File: src/rtl/crc16fp_pkg.sv
`timescale 1ns / 1ps

package crc16fp_pkg;

  // CRC-16/MODBUS constants
  localparam logic [15:0] CRC_SEED = 16'hFFFF;
  localparam logic [15:0] CRC_POLY = 16'hA001;

  // Frame geometry
  localparam logic [15:0] HDR_BYTES  = 16'd7;
  localparam logic [15:0] MIN_BYTES  = 16'd9;   // header plus tail
  localparam logic [16:0] OVERHEAD   = 17'd11;  // header, CRC and tail
  localparam logic [15:0] POS_SAT    = 16'hFFFF;

  // Summary status codes
  typedef enum logic [2:0] {
    ST_OK        = 3'd0,
    ST_SHORT     = 3'd1,
    ST_SYNC      = 3'd2,
    ST_TYPE      = 3'd3,
    ST_LONG      = 3'd4,
    ST_TRUNCATED = 3'd5,
    ST_TAIL      = 3'd6,
    ST_CRC       = 3'd7
  } status_t;

  // Configuration register indexes
  typedef enum logic [2:0] {
    CFG_SYNC_FIRST   = 3'd0,
    CFG_SYNC_SECOND  = 3'd1,
    CFG_TAIL_FIRST   = 3'd2,
    CFG_TAIL_SECOND  = 3'd3,
    CFG_TYPE_LOWEST  = 3'd4,
    CFG_TYPE_HIGHEST = 3'd5
  } cfg_idx_t;

  // One result word
  typedef struct packed {
    logic        kind;       // 0 payload byte, 1 summary
    logic [7:0]  payload;
    status_t     status;
    logic [15:0] sequence_res;
    logic [7:0]  packet_type;
    logic [15:0] length;
    logic [15:0] rx_crc;
  } result_t;

endpackage

File: src/rtl/crc16fp_crc.sv
`timescale 1ns / 1ps

// One-byte CRC-16/MODBUS update, reflected, LSB first
module crc16fp_crc (
  input  logic [15:0] crc_in,
  input  logic [7:0]  data_in,
  output logic [15:0] crc_out
);

  always_comb begin
    logic [15:0] c;
    c = crc_in ^ {8'h00, data_in};
    for (int k = 0; k < 8; k++) begin
      if (c[0]) begin
        c = (c >> 1) ^ crc16fp_pkg::CRC_POLY;
      end else begin
        c = c >> 1;
      end
    end
    crc_out = c;
  end

endmodule

File: src/rtl/crc16fp_outq.sv
`timescale 1ns / 1ps

// Two-entry result queue; full is registered so upstream ready
// never depends on the downstream ready.
module crc16fp_outq (
  input  logic                 clk,
  input  logic                 rst_n,
  input  logic                 push,
  input  crc16fp_pkg::result_t push_data,
  output logic                 full,
  output logic                 out_valid,
  input  logic                 out_ready,
  output crc16fp_pkg::result_t out_data
);

  crc16fp_pkg::result_t slot_r [2];
  logic       wr_ptr_r, wr_ptr_nxt;
  logic       rd_ptr_r, rd_ptr_nxt;
  logic [1:0] cnt_r, cnt_nxt;
  logic       pop;

  assign out_valid = (cnt_r != 2'd0);
  assign full      = (cnt_r == 2'd2);
  assign out_data  = slot_r[rd_ptr_r];
  assign pop       = out_valid && out_ready;

  // pointer and occupancy update
  always_comb begin
    wr_ptr_nxt = push ? ~wr_ptr_r : wr_ptr_r;
    rd_ptr_nxt = pop  ? ~rd_ptr_r : rd_ptr_r;
    cnt_nxt    = cnt_r;
    if (push && !pop) begin
      cnt_nxt = cnt_r + 2'd1;
    end else if (pop && !push) begin
      cnt_nxt = cnt_r - 2'd1;
    end
  end

  always_ff @(posedge clk) begin
    if (!rst_n) begin
      wr_ptr_r <= 1'b0;
      rd_ptr_r <= 1'b0;
      cnt_r    <= 2'd0;
    end else begin
      wr_ptr_r <= wr_ptr_nxt;
      rd_ptr_r <= rd_ptr_nxt;
      cnt_r    <= cnt_nxt;
    end
  end

  // slot storage, no reset
  always_ff @(posedge clk) begin
    if (push) begin
      slot_r[wr_ptr_r] <= push_data;
    end
  end

endmodule

File: src/rtl/crc16_frame_parser.sv
`timescale 1ns / 1ps

// Channel | Ports                           | Word
// --------+---------------------------------+-----------------------------------------
// input   | in_tvalid/in_tready/in_tdata    | one received byte, tlast on final byte
// output  | out_tvalid/out_tready/out_tdata | payload byte (tuser 0) or summary (tuser 1)
// config  | cfg_we/cfg_addr/cfg_wdata       | 8-bit register write, no read-back
//
// One byte per cycle sustained: the byte register feeds the header/CRC
// update (8-step CRC tree plus one 18-bit offset compare) straight into
// a two-entry result queue. A result is held in the byte register, then in a queue slot.
// Reset is synchronous, rst_n low; no clearing pass is needed.
// A stall on the output fills the queue, then holds the byte register
// and drops in_tready; ready comes from registers only.
module crc16_frame_parser #(
  parameter int MAX_PAYLOAD = 1024
) (
  input  logic        clk,
  input  logic        rst_n,
  input  logic        in_tvalid,
  output logic        in_tready,
  input  logic [7:0]  in_tdata,    // [7:0] rx_byte
  input  logic        in_tlast,    // end_of_buffer
  output logic        out_tvalid,
  input  logic        out_tready,
  // [7:0] payload_byte, [10:8] status, [26:11] sequence_res,
  // [34:27] packet_type, [50:35] payload_length, [66:51] received_crc, rest zero
  output logic [71:0] out_tdata,
  output logic        out_tuser,   // result_kind
  input  logic        cfg_we,
  input  logic [2:0]  cfg_addr,
  input  logic [7:0]  cfg_wdata
);

  localparam logic [15:0] MaxLen = 16'(MAX_PAYLOAD);

  // configuration registers
  logic [7:0] sync1_r, sync2_r, tail1_r, tail2_r, type_lo_r, type_hi_r;

  always_ff @(posedge clk) begin
    if (!rst_n) begin
      sync1_r   <= 8'hAA;
      sync2_r   <= 8'h55;
      tail1_r   <= 8'h55;
      tail2_r   <= 8'hAA;
      type_lo_r <= 8'd1;
      type_hi_r <= 8'd5;
    end else if (cfg_we) begin
      case (cfg_addr)
        crc16fp_pkg::CFG_SYNC_FIRST:   sync1_r   <= cfg_wdata;
        crc16fp_pkg::CFG_SYNC_SECOND:  sync2_r   <= cfg_wdata;
        crc16fp_pkg::CFG_TAIL_FIRST:   tail1_r   <= cfg_wdata;
        crc16fp_pkg::CFG_TAIL_SECOND:  tail2_r   <= cfg_wdata;
        crc16fp_pkg::CFG_TYPE_LOWEST:  type_lo_r <= cfg_wdata;
        crc16fp_pkg::CFG_TYPE_HIGHEST: type_hi_r <= cfg_wdata;
        default: ;
      endcase
    end
  end

  // input byte register
  logic       s1_valid_r, s1_valid_nxt;
  logic [7:0] s1_byte_r;
  logic       s1_last_r;
  logic       q_full;
  logic       s1_go;
  logic       in_acc;

  assign in_tready = !s1_valid_r || !q_full;
  assign in_acc    = in_tvalid && in_tready;
  assign s1_go     = s1_valid_r && !q_full;

  always_comb begin
    s1_valid_nxt = s1_valid_r;
    if (in_acc) begin
      s1_valid_nxt = 1'b1;
    end else if (s1_go) begin
      s1_valid_nxt = 1'b0;
    end
  end

  always_ff @(posedge clk) begin
    if (!rst_n) begin
      s1_valid_r <= 1'b0;
    end else begin
      s1_valid_r <= s1_valid_nxt;
    end
  end

  always_ff @(posedge clk) begin
    if (in_acc) begin
      s1_byte_r <= in_tdata;
      s1_last_r <= in_tlast;
    end
  end

  // frame state
  logic [15:0] pos_r, pos_nxt, pos_upd;
  logic [15:0] crc_r, crc_nxt, crc_upd;
  logic [15:0] seq_r, seq_nxt, seq_upd;
  logic [7:0]  type_r, type_nxt, type_upd;
  logic [15:0] len_r, len_nxt, len_upd;
  logic [15:0] rcrc_r, rcrc_nxt, rcrc_upd;
  logic        sync_ok_r, sync_ok_nxt, sync_ok_upd;
  logic        tail_ok_r, tail_ok_nxt, tail_ok_upd;
  logic [15:0] crc_step;
  logic [17:0] off;
  logic        is_pay;
  crc16fp_pkg::status_t    st;
  crc16fp_pkg::result_t    q_data;
  logic                    q_push;
  crc16fp_pkg::result_t    q_out;

  crc16fp_crc u_crc (
    .crc_in  (crc_r),
    .data_in (s1_byte_r),
    .crc_out (crc_step)
  );

  // position relative to the first CRC byte; negative inside the payload
  assign off = {2'b00, pos_r} - {2'b00, crc16fp_pkg::HDR_BYTES} - {2'b00, len_r};

  // per-byte field capture
  always_comb begin
    pos_upd     = pos_r;
    crc_upd     = crc_r;
    seq_upd     = seq_r;
    type_upd    = type_r;
    len_upd     = len_r;
    rcrc_upd    = rcrc_r;
    sync_ok_upd = sync_ok_r;
    tail_ok_upd = tail_ok_r;
    is_pay      = 1'b0;
    if (pos_r != crc16fp_pkg::POS_SAT) begin
      pos_upd = pos_r + 16'd1;
      if (pos_r == 16'd0) begin
        if (s1_byte_r != sync1_r) sync_ok_upd = 1'b0;
      end else if (pos_r == 16'd1) begin
        if (s1_byte_r != sync2_r) sync_ok_upd = 1'b0;
      end else if (pos_r < crc16fp_pkg::HDR_BYTES) begin
        crc_upd = crc_step;
        if (pos_r == 16'd2) begin
          seq_upd[15:8] = s1_byte_r;
        end else if (pos_r == 16'd3) begin
          seq_upd[7:0] = s1_byte_r;
        end else if (pos_r == 16'd4) begin
          type_upd = s1_byte_r;
        end else if (pos_r == 16'd5) begin
          len_upd[15:8] = s1_byte_r;
        end else begin
          len_upd[7:0] = s1_byte_r;
        end
      end else if (off[17]) begin
        crc_upd = crc_step;
        is_pay  = 1'b1;
      end else if (off == 18'd0) begin
        rcrc_upd[7:0] = s1_byte_r;
      end else if (off == 18'd1) begin
        rcrc_upd[15:8] = s1_byte_r;
      end else if (off == 18'd2) begin
        if (s1_byte_r != tail1_r) tail_ok_upd = 1'b0;
      end else if (off == 18'd3) begin
        if (s1_byte_r != tail2_r) tail_ok_upd = 1'b0;
      end
    end
  end

  // summary status, first failing check wins
  always_comb begin
    if (pos_upd < crc16fp_pkg::MIN_BYTES) begin
      st = crc16fp_pkg::ST_SHORT;
    end else if (!sync_ok_upd) begin
      st = crc16fp_pkg::ST_SYNC;
    end else if (type_upd < type_lo_r || type_upd > type_hi_r) begin
      st = crc16fp_pkg::ST_TYPE;
    end else if (len_upd > MaxLen) begin
      st = crc16fp_pkg::ST_LONG;
    end else if ({1'b0, pos_upd} < ({1'b0, len_upd} + crc16fp_pkg::OVERHEAD)) begin
      st = crc16fp_pkg::ST_TRUNCATED;
    end else if (!tail_ok_upd) begin
      st = crc16fp_pkg::ST_TAIL;
    end else if (rcrc_upd != crc_upd) begin
      st = crc16fp_pkg::ST_CRC;
    end else begin
      st = crc16fp_pkg::ST_OK;
    end
  end

  // result word and next frame state
  always_comb begin
    q_data       = '0;
    q_push       = 1'b0;
    pos_nxt      = pos_r;
    crc_nxt      = crc_r;
    seq_nxt      = seq_r;
    type_nxt     = type_r;
    len_nxt      = len_r;
    rcrc_nxt     = rcrc_r;
    sync_ok_nxt  = sync_ok_r;
    tail_ok_nxt  = tail_ok_r;
    if (s1_go) begin
      if (s1_last_r) begin
        q_push              = 1'b1;
        q_data.kind         = 1'b1;
        q_data.status       = st;
        q_data.sequence_res = seq_upd;
        q_data.packet_type  = type_upd;
        q_data.length       = len_upd;
        q_data.rx_crc       = rcrc_upd;
        pos_nxt     = 16'd0;
        crc_nxt     = crc16fp_pkg::CRC_SEED;
        seq_nxt     = 16'd0;
        type_nxt    = 8'd0;
        len_nxt     = 16'd0;
        rcrc_nxt    = 16'd0;
        sync_ok_nxt = 1'b1;
        tail_ok_nxt = 1'b1;
      end else begin
        q_push         = is_pay;
        q_data.payload = s1_byte_r;
        pos_nxt     = pos_upd;
        crc_nxt     = crc_upd;
        seq_nxt     = seq_upd;
        type_nxt    = type_upd;
        len_nxt     = len_upd;
        rcrc_nxt    = rcrc_upd;
        sync_ok_nxt = sync_ok_upd;
        tail_ok_nxt = tail_ok_upd;
      end
    end
  end

  always_ff @(posedge clk) begin
    if (!rst_n) begin
      pos_r     <= 16'd0;
      crc_r     <= crc16fp_pkg::CRC_SEED;
      seq_r     <= 16'd0;
      type_r    <= 8'd0;
      len_r     <= 16'd0;
      rcrc_r    <= 16'd0;
      sync_ok_r <= 1'b1;
      tail_ok_r <= 1'b1;
    end else begin
      pos_r     <= pos_nxt;
      crc_r     <= crc_nxt;
      seq_r     <= seq_nxt;
      type_r    <= type_nxt;
      len_r     <= len_nxt;
      rcrc_r    <= rcrc_nxt;
      sync_ok_r <= sync_ok_nxt;
      tail_ok_r <= tail_ok_nxt;
    end
  end

  crc16fp_outq u_outq (
    .clk       (clk),
    .rst_n     (rst_n),
    .push      (q_push),
    .push_data (q_data),
    .full      (q_full),
    .out_valid (out_tvalid),
    .out_ready (out_tready),
    .out_data  (q_out)
  );

  assign out_tuser = q_out.kind;
  assign out_tdata = {5'b00000, q_out.rx_crc, q_out.length, q_out.packet_type,
                      q_out.sequence_res, q_out.status, q_out.payload};

  // a result is only ever written into a free queue slot
  a_no_overflow: assert property (@(posedge clk) disable iff (!rst_n)
    q_push |-> !q_full)
    else $error("result pushed into full queue");

  // a summary returns the frame state to its start values
  a_clear_after_summary: assert property (@(posedge clk) disable iff (!rst_n)
    (s1_go && s1_last_r) |=> (pos_r == 16'd0 && crc_r == crc16fp_pkg::CRC_SEED))
    else $error("frame state not cleared after summary");

  // the byte count steps by one per consumed byte until it saturates
  a_pos_step: assert property (@(posedge clk) disable iff (!rst_n)
    (s1_go && !s1_last_r && pos_r != crc16fp_pkg::POS_SAT)
      |=> pos_r == $past(pos_r) + 16'd1)
    else $error("byte position did not advance");

  // payload words never come out of the header bytes
  a_pay_after_hdr: assert property (@(posedge clk) disable iff (!rst_n)
    (q_push && !s1_last_r) |-> pos_r >= crc16fp_pkg::HDR_BYTES)
    else $error("payload word from header position");

  // input back-pressure only when the byte register is held by a full queue
  a_ready_cause: assert property (@(posedge clk) disable iff (!rst_n)
    !in_tready |-> (s1_valid_r && q_full))
    else $error("input stalled without cause");

endmodule
File: config.mk
export PLATFORM = sky130hd
export DESIGN_NAME = crc16_frame_parser
export DESIGN_NICKNAME = d
export VERILOG_FILES = /design/src/rtl/crc16fp_pkg.sv /design/src/rtl/crc16fp_crc.sv /design/src/rtl/crc16fp_outq.sv /design/src/rtl/crc16_frame_parser.sv
export SDC_FILE = /design/constraint.sdc
export NUM_CORES = 1
export LEC_CHECK = 0
export ABC_CLOCK_PERIOD_IN_PS = 13200
export BUFFER_PORTS_ARGS = -buffer_cell sky130_fd_sc_hd__buf_2
export CAP_MARGIN = 30
export CORE_AREA = 2 2 201 203
export DETAILED_ROUTE_END_ITERATION = 6
export DIE_AREA = 0 0 203 205
export SYNTH_ARGS = -nofsm -noshare
export SYNTH_HDL_FRONTEND = slang
export SYNTH_SLANG_ARGS = --single-unit
File: constraint.sdc
create_clock -name clk -period 13.2 [get_ports clk]
set_input_delay 0.66 -clock clk [delete_from_list [all_inputs] [get_ports clk]]
set_output_delay 0.66 -clock clk [all_outputs]
set_load 0.02 [all_outputs]
# Yosys cells after proc, flatten, opt, wreduce, memory -nomap -nowiden
# Memories as Yosys holds them, arrays and structs flattened. A register that Yosys moved wholly into a read port is not among the register bits.
# Cells that the tools add are included.
[op_classes]
add_sub_neg = 6
order_cmp = 6
eq_ne = 20
muxes = 95
bitwise_logic = 11
reduce_logical = 23
[op_table]
columns = ["op", "count"]
rows = [
  ["2-to-1 mux 16 bit", 35],
  ["2-to-1 mux 8 bit", 17],
  ["2-to-1 mux 68 bit", 1],
  ["2-to-1 mux 59 bit", 1],
  ["== test 18 x 2 -> 1 bit (second input constant)", 2],
  ["== test 16 x 2 -> 1 bit (second input constant)", 2],
  ["== test 16 x 3 -> 1 bit (second input constant)", 2],
  ["2-to-1 mux 1 bit", 32],
  ["!= test 8 bit", 4],
  ["inverter 2 -> 3 bit", 8],
  ["2-to-1 mux 3 bit", 7],
  ["== test 18 x 1 -> 1 bit (second input constant)", 1],
  ["logical NOT 18 bit", 1],
  ["subtractor 17 x 17 -> 18 bit", 1],
  ["adder 16 x 4 -> 17 bit (second input constant)", 1],
  ["less-than comparator 16 x 17 -> 1 bit", 1],
  ["subtractor 16 x 3 -> 17 bit (second input constant)", 1],
  ["adder 16 x 1 -> 16 bit (second input constant)", 1],
  ["== test 16 x 1 -> 1 bit (second input constant)", 1],
  ["> comparator 16 x 11 -> 1 bit (second input constant)", 1],
  ["logical NOT 16 bit", 1],
  ["less-than comparator 16 x 3 -> 1 bit (second input constant)", 1],
  ["less-than comparator 16 x 4 -> 1 bit (second input constant)", 1],
  ["!= test 16 bit", 1],
  ["18 further kinds", 37],
]
[totals]
regBits = 152
ramBits = 136
n_memories = 1
[memory_table]
columns = ["memory", "words", "width", "read_ports", "rd_clocked_by_memory_dff", "write_ports", "line", "rtl"]
rows = [
  ["u_outq.slot_r", 2, 68, 1, 1, 1, "crc16fp_outq.sv:16", "crc16fp_pkg::result_t slot_r [2];"],
]

# Logic depth before layout (Yosys ltp)
# Gate-level depths: netlist of run 1.
[depth]
word_depth = 32
mapped_depth = 24
mapped_depth_nobuf = 24

# Modules after synthesis
# From an unflattened synthesis of run 1, not the netlist that was laid out.
[hier_totals]
cells_unflattened = 1589
area_unflattened_um2 = 15766.4
[modules_own_cells]
columns = ["mod", "instances", "cells_each", "area_each_um2", "seq_area_each_um2"]
rows = [
  ["crc16_frame_parser", 1, 1326, 10278.6, 3052.9],
  ["crc16fp_outq", 1, 234, 5203.7, 4184.0],
  ["crc16fp_crc", 1, 29, 284.0, 0.0],
]

# Worst setup path before layout of run 1
# Ideal clock, no wire load.
[synth_timing]
kind = "register -> register"
startpoint = "reg pos_r[5]"
endpoint = "mem u_outq.slot_r[0][0] (netlist name), enable pin"
setup_time_ns = 0.580
arrival_ns = 7.912
slack_ns = 4.708
path_stages_with_launch = 18
cell_sequence = "dfxtp_1 > clkbuf_1 > or3_1 > or2_1 > clkbuf_1 > nor2_1 > nand2_1 > nor3_1 > xor2_1 > ha_1 > clkbuf_1 > a21o_1 > o21bai_1 > a211oi_1 > nand2_1 > nand2_1 > a31oi_1 > nor3_1"
[synth_between]
elab_chain_cells = 11
word_cells_on_any_way = 15
classes_between = "add/sub (2); order compare (1); eq/ne (2); mux (9); reduce/logical (1)"
[synth_lines]
columns = ["item", "line", "rtl"]
rows = [
  ["start: declaration", "crc16_frame_parser.sv:98", "logic [15:0] pos_r, pos_nxt, pos_upd;"],
  ["start signal: assignment", "crc16_frame_parser.sv:244", "pos_r <= pos_nxt;"],
  ["subtractor 16 x 3 -> 17 bit", "crc16_frame_parser.sv:121", "assign off = {2'b00, pos_r} - {2'b00, crc16fp_pkg::HDR_BYTES} - {2'b00, len_r};"],
  ["subtractor 17 x 17 -> 18 bit", "crc16_frame_parser.sv:121", ""],
  ["2-to-1 mux 1 bit", "crc16_frame_parser.sv:153", "end else if (off[17]) begin"],
  ["2-to-1 mux 1 bit", "crc16_frame_parser.sv:140", "end else if (pos_r < crc16fp_pkg::HDR_BYTES) begin"],
  ["2-to-1 mux 1 bit", "crc16_frame_parser.sv:138", "end else if (pos_r == 16'd1) begin"],
  ["2-to-1 mux 1 bit", "crc16_frame_parser.sv:136", "if (pos_r == 16'd0) begin"],
  ["2-to-1 mux 1 bit *", "crc16_frame_parser.sv:134", "if (pos_r != crc16fp_pkg::POS_SAT) begin"],
  ["2-to-1 mux 1 bit *", "crc16_frame_parser.sv:202", "if (s1_last_r) begin"],
  ["2-to-1 mux 1 bit *", "crc16_frame_parser.sv:201", "if (s1_go) begin"],
  ["2-to-1 mux 1 bit *", "crc16fp_outq.sv:53", "if (push) begin"],
  ["2-to-1 mux 1 bit (not written as such) *", "crc16fp_outq.sv:54", "slot_r[wr_ptr_r] <= push_data;"],
  ["end: declaration", "crc16fp_outq.sv:16", ""],
]
# Every way passes the cells marked *; elsewhere a longest branch is shown, timed or not.

==> impl_metrics.yaml, run 1 <==
clock_tree:
  cts_max_path_buffers: 3
  htreeDepth: 1
  cts_tree: "yes"
  cts_resized: 0
  postCtsSetupBuffers: 0
  clk_pin_slew_ns: 0.06
  cts_buffers: 31
  insertion_delay_ns: 0.59
  clock-sinks: 289
  ctsHoldBuffers: 0
  cts_root_buffer: "clkbuf_16"
global_route:
  grt.overflow.total: 0
  grt_max_degree: 72
  antenna_found_initial: 0
  grt_pass1_wl_um: 70900
  grt.total_usage: 0.220
  grt_pass1_vias: 12100
placed_design:
  gp_congestion: 0.932
  dp_cells: 2222
  port_buffers: 94
  dp_hpwl_um: 32700
critical_path:
  required_ns: 13.51
  reg2reg_from: "pos_r[5]"
  startpoint_type: "flop"
  crit_path_end_kind: "flop"
  worst-setup-path-type: "reg2reg"
  reg2reg_depth: 17
  r2r_slack_ns: 6.73
  arrival_ns: 6.78
  critical_path_peak_fanout: 13
  r2r-end: "u_outq.slot_r[1][57]"
detailed_routing:
  drt_wl_total_um: 46400
  dr.pass1.iters: 5
  vias_per_cell: 5.64
  first_iter_violations: 1128
  vias: 12900
  post_drt_wl_per_cell_um: 20.3
  ant_nets: 0
  remaining_drc_errors: 0
logic_synthesis:
  ys_warn_count: 0
  async_reset_ff_frac: 0
  ys.flop_type: "edfxtp_1"
  ys_ff_latch: 289
  synth_area_leaders: "edfxtp_1 (27%), dfxtp_1 (18%), nand2_1 (5.4%), mux2_2 (5.2%), ha_1 (4.0%)"
  synth-edff-count: 145
  postSynthCellCount: 1684
  yosys.cell_types.count: 75
  avgSynthCellArea_um2: 9.54
  synth_top_area_frac: 0.271
  syn-cell-area_mm2: 0.0161
  ys_seq_area_frac: 0.450
  yosysTopAreaCell: "edfxtp_1"
status:
  status: "complete, no violations"
worst_hold_path:
  hp-class: "in2reg"
  worstHoldPathCells: 1
  holdCritStartpoint: "in_tlast"
  holdPathEnd: "s1_last_r"
cells_and_area:
  num-nets-final: 1809
  drive_gt1_frac: 0.148
  num-fill-cells: 3806
  final_common_cell: "nand2_1"
  layout.cells.non_filler: 2281
  antenna_cells: 0
  area_delta_synth_final_pct: 12.1
  mostFrequentLayoutCells: "nand2_1 (229), edfxtp_1 (145), dfxtp_1 (143), buf_2 (94), nor2_1 (83)"
timing:
  post-route-period-util: 0.490
  fin_skew_ns: 0.0195
  worstMarginPinSlew_ns: 0.968
  drv_slew: 0
  rsz0062_at_grt: "false"
  fmax_ghz: 0.155
  fin_hold_ws_ns: 0.253
  hold_violations: 0
  setup_viol: 0
  relSlewSlack: 0.348
  fin_crit_ns: 6.47
  setup_tns_ns: 0
power:
  ir_drop_v: 0.000112
  power.leakage_nw: 6.70
  p_per_area_mw_per_mm2: 131
job:
  drv_cap: 0
die:
  core_area_mm2: 0.0394
  rows: 73
  die_h_um: 205
  die_w_um: 203
  start_util: 0.408
  ioPinCount: 100
  dieArea_mm2: 0.0416
-- worst max-delay path by stage --
stage | start | end | slack, ns | cells past startpoint
after global routing | pos_r[5] | u_outq.slot_r[0][57] | 6.10 | 17
after floorplan | pos_r[5] | u_outq.slot_r[0][0] | 4.71 | 17
final | pos_r[5] | u_outq.slot_r[1][57] | 6.73 | 17
after detailed placement | pos_r[5] | u_outq.slot_r[0][57] | 6.92 | 17
after global placement | pos_r[5] | u_outq.slot_r[0][57] | 7.02 | 17
after CTS | pos_r[5] | u_outq.slot_r[1][57] | 6.88 | 17
-- flip-flops by register name, indices dropped and copies added (netlist names), named ones only --
| name | flops |
|---|---|
| pos_r | 16 |
| rcrc_r | 16 |
| type_hi_r | 8 |
| tail_ok_r | 1 |
| tail1_r | 8 |
| sync_ok_r | 1 |
| tail2_r | 8 |
| seq_r | 16 |
| u_outq.cnt_r | 2 |
| type_lo_r | 8 |
| type_r | 8 |
| s1_last_r | 1 |
| sync1_r | 8 |
| len_r | 16 |
| s1_valid_r | 1 |
| sync2_r | 8 |
| s1_byte_r | 8 |
| u_outq.rd_ptr_r | 1 |
| u_outq.slot_r | 136 |
| crc_r | 16 |
| u_outq.wr_ptr_r | 1 |
-- kinds of logic (layout without fill, tap and decap cells) --
| logic type | count (synthesis) | after routing | synth area share |
|---|---|---|---|
| compound gates | 340 | 340 | 0.142 |
| xor+xnor | 99 | 99 | 0.0549 |
| fa+ha+maj | 53 | 53 | 0.0417 |
| buf+inv | 166 | 234 | 0.0414 |
| flops | 289 | 289 | 0.450 |
| mux | 114 | 114 | 0.0775 |
| other cells | 1 | 5 | 0.000233 |
| simple gates | 622 | 622 | 0.192 |
-- synth_stat cells (14+ instances only) --
master	count
dfxtp_1	144
nor3_1	32
or3_1	15
nand4_1	17
a21o_1	14
nand3_1	64
mux2i_1	37
a21oi_1	61
edfxtp_1	145
and3_1	27
a22oi_1	45
ha_1	52
inv_1	60
a21boi_0	47
nor4_1	16
o211ai_1	20
clkbuf_1	85
xor2_1	42
and2_1	35
nor2b_1	60
mux2_2	74
xnor2_1	56
o21ai_0	47
nand2_1	230
nor2_1	83
-- power by group --
part / internal (W) / leakage [nW] / switching, W
Sequential: 0.000973 / 2.56 / 0.0000155
Clock: 0.000513 / 0.499 / 0.000359
Combinational: 0.000183 / 3.64 / 0.000315
Total: 0.00167 / 6.70 / 0.000689
-- critical path, cell delays in order, from the launching register on --
cell,delay (ns)
dfxtp_1,0.39
or3_1,0.48
or2_1,0.32
nor2_1,0.27
nand2_1,0.16
nor3_1,0.20
xor2_1,0.19
ha_1,0.35
a21o_1,0.23
a221oi_1,0.41
o21ai_1,0.13
a2111oi_0,0.60
nand4b_1,0.64
nor2_1,0.63
a22o_1,0.26
nand4_1,0.10
nor4_1,0.62
o21ai_1,0.18
-- final cells by class --
| class | instances | area [um^2] | area share |
|---|---|---|---|
| multi-input cells | 1233 | 8200 | 0.455 |
| flip-flops and latches | 289 | 7240 | 0.402 |
| clock buffers | 49 | 913 | 0.0507 |
| repair buffers | 116 | 668 | 0.0371 |
| well taps | 525 | 657 | 0.0365 |
| inverters | 60 | 225 | 0.0125 |
| clock inverters | 9 | 114 | 0.00632 |
-- routing by layer --
metal  part of all wire  GRT usage  vias up
met5                  0          0        -
met4              0.028     0.0607        0
met3              0.070     0.0374       76
met2               0.44      0.342      434
met1               0.46      0.314     6249
li1                   -          -     6116
-- metrics by stage --
step | utilization | setup WS, ns | instance area (um^2) | total power (W)
6_report | 0.458 | 6.73 | 18000 | 0.00236
5_1_grt | 0.458 | 6.10 | 18000 | 0.00245
4_1_cts | 0.457 | 6.88 | 18000 | 0.00238
3_5_place_dp | 0.431 | 6.92 | 17000 | 0.00150
3_3_place_gp | 0.430 | 7.02 | 16900 | 0.00150
2_1_floorplan | - | 4.71 | 16100 | 0.00135
Note: power is estimated with default switching activity, not from simulation.
==> run 2, diff against run 1 <==
Settings changed: ABC_AREA from default to 1, ABC_CLOCK_PERIOD_IN_PS 13200 to 5950, CORE_AREA 2 2 201 203 to 2 2 202 204, DIE_AREA 0 0 203 205 to 0 0 204 206.
Clock period 13.2 ns to 5.95 ns, I/O delays scaled along.
==> impl_metrics.yaml, run 2 <==
status:
  status: "complete, no violations"
global_route:
  grt.overflow.total: 0
  grt_pass1_vias: 12300
  grt.total_usage: 0.212
  grt_max_degree: 90
  antenna_found_initial: 1
  grt_pass1_wl_um: 69500
logic_synthesis:
  synthAdderAreaFrac: 0.0417
  synthMuxAreaShare: 0.0526
  synth_top_area_frac: 0.271
  syn-cell-area_mm2: 0.0161
  synth_area_leaders: "edfxtp_1 (27%), dfxtp_1 (18%), nand2_1 (10%), inv_1 (5.4%), mux2_2 (4.8%)"
  synth_xor_area_frac: 0.0425
  synth-edff-count: 145
  synth_common_cells: "nand2_1 (448), inv_1 (232), nor2_1 (188)"
  synth-simple-area-share: 0.237
  ys.flop_type: "edfxtp_1"
  synthMostInstantiatedCell: "nand2_1"
  avgSynthCellArea_um2: 8.26
  synth_top_family_by_area: "simple AND/OR/NAND/NOR gates"
  postSynthCellCount: 1947
  ys_warn_count: 0
  yosys.cell_types.count: 61
  ys_seq_area_frac: 0.450
  synth-compound-area-share: 0.0950
  async_reset_ff_frac: 0
  yosysTopAreaCell: "edfxtp_1"
  ys_ff_latch: 289
power:
  power.leakage_nw: 7.80
  p_per_area_mw_per_mm2: 279
  ir_drop_v: 0.000216
cells_and_area:
  antenna_cells: 0
  num-nets-final: 2114
  post-route-util: 0.454
  area_delta_synth_final_pct: 13.5
  largest_register_ff_count: 136
  final_common_cell: "nand2_1"
  mostFrequentLayoutCells: "nand2_1 (448), inv_1 (230), nor2_1 (185), edfxtp_1 (145), dfxtp_1 (143)"
  drive_gt1_frac: 0.162
  top_register: "u_outq.slot_r"
detailed_routing:
  dr.pass1.iters: 5
  ant_nets: 0
  remaining_drc_errors: 0
  vias: 13200
  vias_per_cell: 5.08
  first_iter_violations: 991
  post_drt_wl_per_cell_um: 17.1
  drt_wl_total_um: 44200
critical_path:
  reg2reg_from: "pos_r[0]"
  critical_path_peak_fanout: 23
  required_ns: 6.25
  crit_path_end_kind: "flop"
  path_common_cell: "nand2_1"
  startpoint_type: "flop"
  critPathMaxStageDelay_ns: 0.45
  crit_start: "pos_r[0]"
  arrival_ns: 5.39
  worst-setup-path-type: "reg2reg"
  reg2reg_depth: 31
  critPathSlowestCell: "nor2_8"
timing:
  setup_tns_ns: 0
  fin_crit_ns: 5.09
  relSlewSlack: 0.348
  hold_violations: 0
  drv_slew: 0
  rsz0062_at_grt: "false"
  worstMarginPinSlew_ns: 0.978
  fmax_ghz: 0.197
  setup_viol: 0
  fin_hold_ws_ns: 0.0515
  post-route-period-util: 0.855
  fin_skew_ns: 0.0250
die:
  start_util: 0.400
  die_w_um: 204
  core_area_mm2: 0.0402
  ioPinCount: 100
  die_h_um: 206
  rows: 74
  dieArea_mm2: 0.0420
placed_design:
  port_buffers: 94
  dp_hpwl_um: 32000
  gp_congestion: 0.914
clock_tree:
  cts_tree: "yes"
  ctsHoldBuffers: 9
  insertion_delay_ns: 0.58
  postCtsSetupBuffers: 0
  cts_root_buffer: "clkbuf_16"
  clock-sinks: 289
  cts_buffers: 31
  cts_max_path_buffers: 3
  htreeDepth: 1
  cts_resized: 0
  clk_pin_slew_ns: 0.06
worst_hold_path:
  worstHoldPathCells: 3
  hp-class: "in2reg"
  holdCritStartpoint: "cfg_wdata[4]"
job:
  drv_cap: 0
[run 2: cells by family after synthesis]
group,count (synthesis)
AOI/OAI and AO/OA,277
xor gates and xnor gates,78
adders and majority gates,53
buffers and inverters,326
DFF,289
muxes,76
other,1
and+or+nand+nor,847
[run 2: where the power goes]
group | internal (W) | switching [W] | total (W)
Combinational | 0.000302 | 0.000577 | 0.000878
Sequential | 0.00216 | 0.0000464 | 0.00220
Clock | 0.00120 | 0.000820 | 0.00202
Total | 0.00366 | 0.00144 | 0.00510
[run 2: worst paths after layout]
| check | endpoint | slack [ns] |
|---|---|---|
| max | u_outq.slot_r[1][56] | 0.86 |
| max reg2reg | u_outq.slot_r[1][56] | 0.86 |
| min reg2reg | type_hi_r[6] | 0.46 |
| min | sync2_r[4] | 0.05 |
[run 2: layout make-up]
| class | instances | area, um^2 |
|---|---|---|
| Clock buffer | 37 | 818 |
| Clock inverter | 20 | 244 |
| Fill cell | 3966 | 21900 |
| Inverter | 249 | 937 |
| Multi-Input combinational cell | 1336 | 7580 |
| Sequential cell | 289 | 7240 |
| Tap cell | 532 | 666 |
| Timing Repair Buffer | 129 | 768 |
[run 2: critical path: cells and delay by family, from the launching register on]
| family | cells | cell delay, ns |
|---|---|---|
| adders and majority gates | 2 | 0.63 |
| DFF | 1 | 0.38 |
| and+or+nand+nor | 25 | 3.07 |
| AOI/OAI and AO/OA | 3 | 0.56 |
| xor gates and xnor gates | 1 | 0.17 |
[run 2: metrics by stage]
stage          setup WS [ns]  total power (W)  cells  area [um^2]
2_1_floorplan          0.278          0.00285   1951        16100
3_3_place_gp           0.830          0.00311   2525        17100
3_5_place_dp           0.896          0.00312   2526        17100
4_1_cts                0.885          0.00513   2592        18300
5_1_grt                0.422          0.00530   2592        18300
6_report               0.865          0.00510   2592        18300
[run 2: routing by layer]
metal  GRT usage  routed length, um
met5           0                 11
met3      0.0262               2320
met1       0.314              21700
met4      0.0580               1050
met2       0.323              19200
